### src/hw/rtl/csp_pkg.sv
// ----------------------------------------------------------------------------
// csp_pkg
// Shared types and codes of the call stack function profiler.
// ----------------------------------------------------------------------------
package csp_pkg;

  // item commands
  localparam logic [1:0] CMD_ADD   = 2'd0;
  localparam logic [1:0] CMD_TRACE = 2'd1;
  localparam logic [1:0] CMD_MEM   = 2'd2;
  localparam logic [1:0] CMD_QUERY = 2'd3;

  // statistic selects
  localparam logic [2:0] STAT_ADDR = 3'd0;

  // counter slots in one counter memory word (select minus one)
  localparam int SLOT_READS    = 0;
  localparam int SLOT_BREAD    = 1;
  localparam int SLOT_WRITES   = 2;
  localparam int SLOT_BWRITTEN = 3;
  localparam int SLOT_CHILD    = 4;
  localparam int SLOT_PUSH     = 5;
  localparam int SLOT_UNIQUE   = 6;
  localparam int NUM_SLOTS     = 7;

  // return address step after a non-call instruction
  localparam logic [31:0] RETURN_STEP = 32'd4;

  typedef enum logic [3:0] {
    OUT_SAVED      = 4'd0,
    OUT_POPPED     = 4'd1,
    OUT_PUSHED     = 4'd2,
    OUT_STACK_FULL = 4'd3,
    OUT_ADDED      = 4'd4,
    OUT_TABLE_FULL = 4'd5,
    OUT_COUNTED    = 4'd6,
    OUT_IGNORED    = 4'd7,
    OUT_STAT       = 4'd8,
    OUT_BAD_INDEX  = 4'd9
  } outcome_e;

  typedef enum logic [3:0] {
    OP_NONE,
    OP_LATCH,
    OP_ADD,
    OP_STK_RD,
    OP_POP,
    OP_SAVE_RET,
    OP_RD,
    OP_PTR_INC,
    OP_MEM_WR,
    OP_CALLER_WR,
    OP_CALLEE_WR,
    OP_FULL,
    OP_STAT,
    OP_EMIT
  } dp_op_e;

  typedef enum logic [1:0] {
    SEL_TOP,
    SEL_PTR,
    SEL_QRY
  } rd_sel_e;

  typedef struct packed {
    logic [1:0]  cmd;
    logic [31:0] addr;
    logic        is_write;
    logic [6:0]  nbytes;
    logic [5:0]  entry_index;
    logic [2:0]  stat_select;
  } in_word_t;

  typedef struct packed {
    logic [3:0]  outcome;
    logic [5:0]  matched_index;
    logic [5:0]  depth;
    logic [5:0]  max_depth;
    logic [6:0]  table_count;
    logic [31:0] stat_value;
  } out_word_t;

  typedef struct packed {
    dp_op_e   op;
    rd_sel_e  sel;
    outcome_e outcome;
  } ctrl_cmd_t;

  typedef struct packed {
    logic [1:0] cmd;
    logic       depth_zero;
    logic       stack_full;
    logic       table_full;
    logic       top_match;
    logic       addr_match;
    logic       ptr_end;
    logic       qry_ok;
    logic       out_busy;
  } dp_status_t;

endpackage

### src/hw/rtl/csp_ctrl.sv
// ----------------------------------------------------------------------------
// csp_ctrl
// Sequencer: steps each word through decode and, by command, the stack, table
// search, counter read-modify-write or a query read, then hands the result to the output register.
// ----------------------------------------------------------------------------
module csp_ctrl
  import csp_pkg::*;
(
  input  logic       clk_i,
  input  logic       rst_ni,
  input  logic       in_valid_i,
  output logic       in_ready_o,
  input  dp_status_t status_i,
  output ctrl_cmd_t  cmd_o
);

  typedef enum logic [3:0] {
    S_IDLE,
    S_DECODE,
    S_TOP,
    S_SRCH,
    S_CMP,
    S_CALLER_WR,
    S_CALLEE_RD,
    S_CALLEE_WR,
    S_MEM_TOP,
    S_MEM_WR,
    S_QRY_DATA,
    S_OUT
  } state_e;

  state_e   state_q, state_d;
  outcome_e outcome_q, outcome_d;
  dp_op_e   op;
  rd_sel_e  sel;

  assign in_ready_o = (state_q == S_IDLE);
  assign cmd_o      = '{op: op, sel: sel, outcome: outcome_q};

  // next state and datapath command
  always_comb begin
    state_d   = state_q;
    outcome_d = outcome_q;
    op        = OP_NONE;
    sel       = SEL_PTR;
    case (state_q)
      S_IDLE: begin
        if (in_valid_i) begin
          op      = OP_LATCH;
          state_d = S_DECODE;
        end
      end
      S_DECODE: begin
        case (status_i.cmd)
          CMD_ADD: begin
            if (status_i.table_full) begin
              outcome_d = OUT_TABLE_FULL;
            end else begin
              op        = OP_ADD;
              outcome_d = OUT_ADDED;
            end
            state_d = S_OUT;
          end
          CMD_TRACE: begin
            if (status_i.depth_zero) begin
              state_d = S_SRCH;
            end else begin
              op      = OP_STK_RD;
              state_d = S_TOP;
            end
          end
          CMD_MEM: begin
            if (status_i.depth_zero) begin
              outcome_d = OUT_IGNORED;
              state_d   = S_OUT;
            end else begin
              op      = OP_STK_RD;
              state_d = S_MEM_TOP;
            end
          end
          default: begin
            if (status_i.qry_ok) begin
              op      = OP_RD;
              sel     = SEL_QRY;
              state_d = S_QRY_DATA;
            end else begin
              outcome_d = OUT_BAD_INDEX;
              state_d   = S_OUT;
            end
          end
        endcase
      end
      S_TOP: begin
        if (status_i.top_match) begin
          op        = OP_POP;
          outcome_d = OUT_POPPED;
          state_d   = S_OUT;
        end else begin
          state_d = S_SRCH;
        end
      end
      S_SRCH: begin
        if (status_i.ptr_end) begin
          op        = OP_SAVE_RET;
          outcome_d = OUT_SAVED;
          state_d   = S_OUT;
        end else begin
          op      = OP_RD;
          sel     = SEL_PTR;
          state_d = S_CMP;
        end
      end
      S_CMP: begin
        if (!status_i.addr_match) begin
          op      = OP_PTR_INC;
          state_d = S_SRCH;
        end else if (status_i.stack_full) begin
          op        = OP_FULL;
          outcome_d = OUT_STACK_FULL;
          state_d   = S_OUT;
        end else if (status_i.depth_zero) begin
          state_d = S_CALLEE_RD;
        end else begin
          op      = OP_RD;
          sel     = SEL_TOP;
          state_d = S_CALLER_WR;
        end
      end
      S_CALLER_WR: begin
        op      = OP_CALLER_WR;
        state_d = S_CALLEE_RD;
      end
      S_CALLEE_RD: begin
        op      = OP_RD;
        sel     = SEL_PTR;
        state_d = S_CALLEE_WR;
      end
      S_CALLEE_WR: begin
        op        = OP_CALLEE_WR;
        outcome_d = OUT_PUSHED;
        state_d   = S_OUT;
      end
      S_MEM_TOP: begin
        op      = OP_RD;
        sel     = SEL_TOP;
        state_d = S_MEM_WR;
      end
      S_MEM_WR: begin
        op        = OP_MEM_WR;
        outcome_d = OUT_COUNTED;
        state_d   = S_OUT;
      end
      S_QRY_DATA: begin
        op        = OP_STAT;
        outcome_d = OUT_STAT;
        state_d   = S_OUT;
      end
      S_OUT: begin
        if (!status_i.out_busy) begin
          op      = OP_EMIT;
          state_d = S_IDLE;
        end
      end
      default: state_d = S_IDLE;
    endcase
  end

  // state and outcome registers
  always_ff @(posedge clk_i or negedge rst_ni) begin
    if (!rst_ni) begin
      state_q   <= S_IDLE;
      outcome_q <= OUT_IGNORED;
    end else begin
      state_q   <= state_d;
      outcome_q <= outcome_d;
    end
  end

endmodule

### config.mk
export PLATFORM = sky130hd
export DESIGN_NAME = csp_ctrl
export DESIGN_NICKNAME = d
export VERILOG_FILES = /design/src/hw/rtl/csp_pkg.sv /design/src/hw/rtl/csp_ctrl.sv
export SDC_FILE = /design/constraint.sdc
export NUM_CORES = 1
export LEC_CHECK = 0
export BUFFER_PORTS_ARGS = -buffer_cell sky130_fd_sc_hd__buf_2
export CAP_MARGIN = 10
export CORE_MARGIN = 10
export CORE_UTILIZATION = 30
export CTS_CLUSTER_DIAMETER = 100
export DETAILED_ROUTE_END_ITERATION = 12
export HOLD_SLACK_MARGIN = 0.05
export PLACE_DENSITY = 0.59
export SYNTH_ARGS = -nofsm -noshare
export SYNTH_HDL_FRONTEND = slang
export SYNTH_SLANG_ARGS = --single-unit
### constraint.sdc
create_clock -name clk_i -period 1.95 [get_ports clk_i]
set_input_delay 0.195 -clock clk_i [delete_from_list [all_inputs] [get_ports clk_i]]
set_output_delay 0.195 -clock clk_i [all_outputs]
set_load 0.02 [all_outputs]
# Word level (Yosys, flattened, before mapping)
# Cells that the tools add are included.
# W data, S select, Z words.
[totals] reg_bits=8 input_bits=13 out_inout_bits=11 word_cells=72
[classes] eq_ne=22 muxes=39 n_reduce_logical=9
[op_table] op="$mux W4" n=15
[op_table] op="$pmux W4 S11" n=1
[op_table] op="$pmux W4 S10" n=1
[op_table] op="$pmux W4 S7" n=1
[op_table] op="$pmux W4 S3" n=2
[op_table] op="$eq A4 B3 Y1 const B" n=4
[op_table] op="$eq A4 B4 Y1 const B" n=4
[op_table] op="$mux W2" n=7
[op_table] op="$ne A2 B2 Y1 const B" n=7
[op_table] op="$mux W3" n=3
[op_table] op="$eq A4 B2 Y1 const B" n=2
[op_table] op="$pmux W4 S2" n=1
[op_table] op="$reduce_and A8 Y1" n=1
[op_table] op="$mux W1" n=7
[op_table] op="$reduce_bool A7 Y1" n=1
[op_table] op="$pmux W2 S3" n=1
[op_table] op="$reduce_or A3 Y1" n=2
[op_table] op="$eq A4 B1 Y1 const B" n=1
[op_table] op="$logic_not A4 Y1" n=1
[op_table] op="$ne A4 B4 Y1 const B" n=1
[op_table] op="$reduce_or A2 Y1" n=2
[op_table] op="$ne A3 B3 Y1 const B" n=1
[op_table] op="$eq A2 B1 Y1 const B" n=1
[op_table] op="$eq A2 B2 Y1 const B" n=1
[op_table] op="2 further kinds" n=2

# Depth between registers and ports, before layout
[logic_depth] depth_word=4 ltp_mapped=7 ltp_nobuf=7

# Worst setup path before layout
# No wires, ideal clock.
[synth_timing] path_kind="reg2out" start="register state_q[2]" end="output in_ready_o" t_arrival_ns=1.591 required_time_ns=1.755 path_slack_ns=0.164 stages_incl_launch_ff=5 path_buffers=3 cell_sequence="dfrtp_1 > buf_2 > buf_2 > clkbuf_1 > nor4_1"
[synth_via] elab_chain_cells=1
[synth_rtl] item="start: declaration" line_no="csp_ctrl.sv:32" text="state_e state_q, state_d;"
[synth_rtl] item="start signal: assignment" line_no="csp_ctrl.sv:174" text="state_q <= state_d;"
[synth_rtl] item="$logic_not A4 Y1" line_no="csp_ctrl.sv:37" text="assign in_ready_o = (state_q == S_IDLE);"
[synth_rtl] item="end: declaration" line_no="csp_ctrl.sv:12" text="output logic in_ready_o,"
# Every way passes these cells.

==> flow_summary.yaml <==
timing:
  finalWorstPathRequiredPeriod_ps: 1860
  fin_worst_skew_ps: 11.5
  maximum_operating_frequency_mhz: 538
  worstMarginPinSlew_ps: 438
  final_max_slew_viol_count: 0
  finalCritPeriodShare: 0.954
  setup_violations: 0
  timing.slew.headroom: 0.700
  rsz0062_at_grt: "true"
  final_hold_violation_count: 0
power:
  vdd_drop_max_v: 0.000950
  total_leakage_power_nw: 0.596
  power.density_cell_area_nw_per_um2: 1710
  tot_pwr_mw: 2.33
global_route:
  initial_antenna_violation_count: 0
  number_of_global_route_vias_before_repair: 1097
  globalRoute.totalOverflow: 0
  track_usage: 0.100
  grt_pass1_wl_um: 5430
  grt_max_degree: 15
routing:
  post_drt_via_cell_ratio: 5.23
  first_pass_iters: 4
  antenna_left: 0
  routed-via-count: 1209
  avgRoutedWirePerCell_um: 13.9
  detailedRoute.firstIterationViolations: 80
  route.final.wire_length_um: 3220
  number_of_remaining_drc_errors: 0
setup_path:
  timing.critical_path.slowest_stage_cell: "dfrtp_2"
  buf_inv_stages_crit_path: 1
  setup.worst_path.class: "flip-flop to primary output"
  worst_path_dominant_cell_family: "flip-flops"
  crit_top_cell: "a21oi_1"
  reg2regPathDepth: 5
  crit-reg2reg-launch: "state_q[0]"
  required_ps: 1750
  critical_path_source_type: "flip-flop"
  r2r-end: "outcome_q[2]"
  cp_cell_sequence: "nor2_1 -> nand2_1 -> a21oi_1 -> a21oi_1 -> o21ai_0 -> buf_2"
  setup_crit_end_kind: "primary output"
  r2r_setup_slack_ps: 310
  crit_arrival_ps: 1660
  worst_path_largest_cell_delay_ps: 490
  crit_fanout: 9
logic_synthesis:
  synth_cell_type_count: 42
  netlist_area_um2: 1080
  ys.flop_type: "dfrtp_1"
  yosysWarningCount: 0
  synth_top_cell_area_share: 0.116
  synth.ff_latch_count: 8
  synth.net_count: 171
  post-synth-top-count-cell: "nand2_1"
  netlist_instances: 152
  netlist_top_cells_area: "dfrtp_1 12%, dfstp_2 7.3%, ha_1 6.9%, a21oi_1 6.0%, o21ai_0 6.0%"
  synth_top_cells_by_count: "17 x nand2_1, 13 x a21oi_1, 13 x nor2_1, 13 x o21ai_0, 9 x nor2b_1"
  postSynthAreaPerCell_um2: 7.11
  postSynth.asyncResetShare: 1.00
  synth_enable_flop_cells: 0
  synth_sequential_area_ratio: 0.189
  synth_area_leader_cell: "dfrtp_1"
cells_and_area:
  postLayoutCoreUtil: 0.398
  areaGrowthSynthToFinish_pct: 25.7
  nets_finish: 205
  finalNonFillerCells: 231
  antenna-diode-count: 0
  drive_gt1_frac: 0.292
clock_tree:
  htree_num_levels: 1
  tritoncts.num_buffers: 3
  tritoncts_num_sinks: 8
  clkSlewWorstSetupHoldPaths_ps: 60
  clock_tree.buffer_depth: 2
  clk_root_buffer_cell: "clkbuf_4"
  cts.repair_timing.setup_buffer_count: 0
  clock_latency_ps: 260
  cts_tree: "built"
floorplanning:
  die_height_um: 80.0
  rows: 21
  core_area_um2: 3420
  die_area_um2: 6400
  boundaryPins: 24
  dieWidth_um: 80.0
  initial_core_util: 0.316
placed_design:
  detailed_place_hpwl_um: 2610
  portBuffers: 23
  globalplace.congestion: 0.857
  post-place-cells: 226
hold_path:
  hold_class: "input pin to asynchronous set/reset pin"
run:
  cap_viol_max_count: 0
outcome:
  status: "completed"
[metrics by stage]
stage                     TNS [ps]  setup WS (ps)  hold WS [ps]  area [µm²]
after CTS                        0           9.16           306        1350
after floorplan                  0            164          -101        1080
final                            0           90.4           301        1360
after global routing         -2.69          -2.69           342        1360
after detailed placement         0            175          50.6        1310
after global placement           0            148          47.4        1310
[logic make-up after synthesis]
| logic type | after synthesis | share of synthesized area |
|---|---|---|
| and+or+nand+nor | 58 | 0.262 |
| AOI/OAI and AO/OA | 56 | 0.347 |
| buffers and inverters | 20 | 0.0926 |
| DFF | 8 | 0.189 |
| adders and majority gates | 6 | 0.0694 |
| muxes | 3 | 0.0324 |
| xor gates and xnor gates | 1 | 0.00810 |
[state kept, by name (all words and copies together) (netlist names)]
| register | flops |
|---|---|
| outcome_q | 4 |
| state_q | 4 |
[timing repair]
action                                  in CTS  in global routing
endpoints found under the setup margin       1                  4
resized for setup                            1                  4
endpoints found under the hold margin        8                  0
hold buffers                                 1                  0
[cell usage in the layout (no fill, tap or decap), types with 2 or more instances in the layout]
master and n:
a21boi_0 2, a21oi_1 13, a221oi_1 3, a22oi_1 2, a32oi_1 2, buf_2 23
buf_4 17, clkbuf_4 3, dfrtp_1 3, dfrtp_2 2, dfstp_2 3, ha_1 5
inv_1 7, mux2i_1 2, nand2_1 17, nand2b_1 6, nand3_1 4, nor2_1 13
nor2b_1 8, nor3_1 4, nor4_1 2, o211a_1 2, o211ai_1 2, o21a_1 2
o21ai_0 13, o221ai_1 2, o22ai_1 4
[worst reg2reg max path, stage by stage, from the launching register on]
cell     delay [ps]
dfrtp_2         500
nor2b_1         210
nand2_1         130
o211a_1         300
nand2_2         120
mux2_4          300
[how the worst max path moves through the flow]
stage | startpoint | to | slack (ps) | cells after the start
6_report | state_q[1] | cmd_o[6] | 90 | 6
5_1_grt | state_q[0] | cmd_o[6] | -3 | 6
4_1_cts | state_q[1] | cmd_o[8] | 9 | 5
3_5_place_dp | status_i[8] | cmd_o[7] | 180 | 9
3_3_place_gp | status_i[8] | cmd_o[7] | 150 | 9
2_1_floorplan | state_q[2] | in_ready_o | 160 | 4
[final cells by class]
cell class,count,area [µm²]
inverter,8,33.8
fill,387,2060
timing repair buffer,41,253
multi-input combinational,124,782
tap,46,57.6
clock buffer,4,26.3
sequential,8,206
[power breakdown]
part	internal, mW	total, mW	switching, mW
Sequential	0.283	0.423	0.140
Combinational	0.796	1.77	0.970
Clock	0.0784	0.137	0.0583
[layer usage]
metal  GRT usage  part of all wire  vias to the layer above
met5           0                 0                        -
li1            -                 -                      621
met4      0.0211            0.0022                        0
met1       0.149              0.52                      537
met2       0.140              0.40                       49
met3      0.0225             0.081                        2
Power figures use the tool's default switching activity.
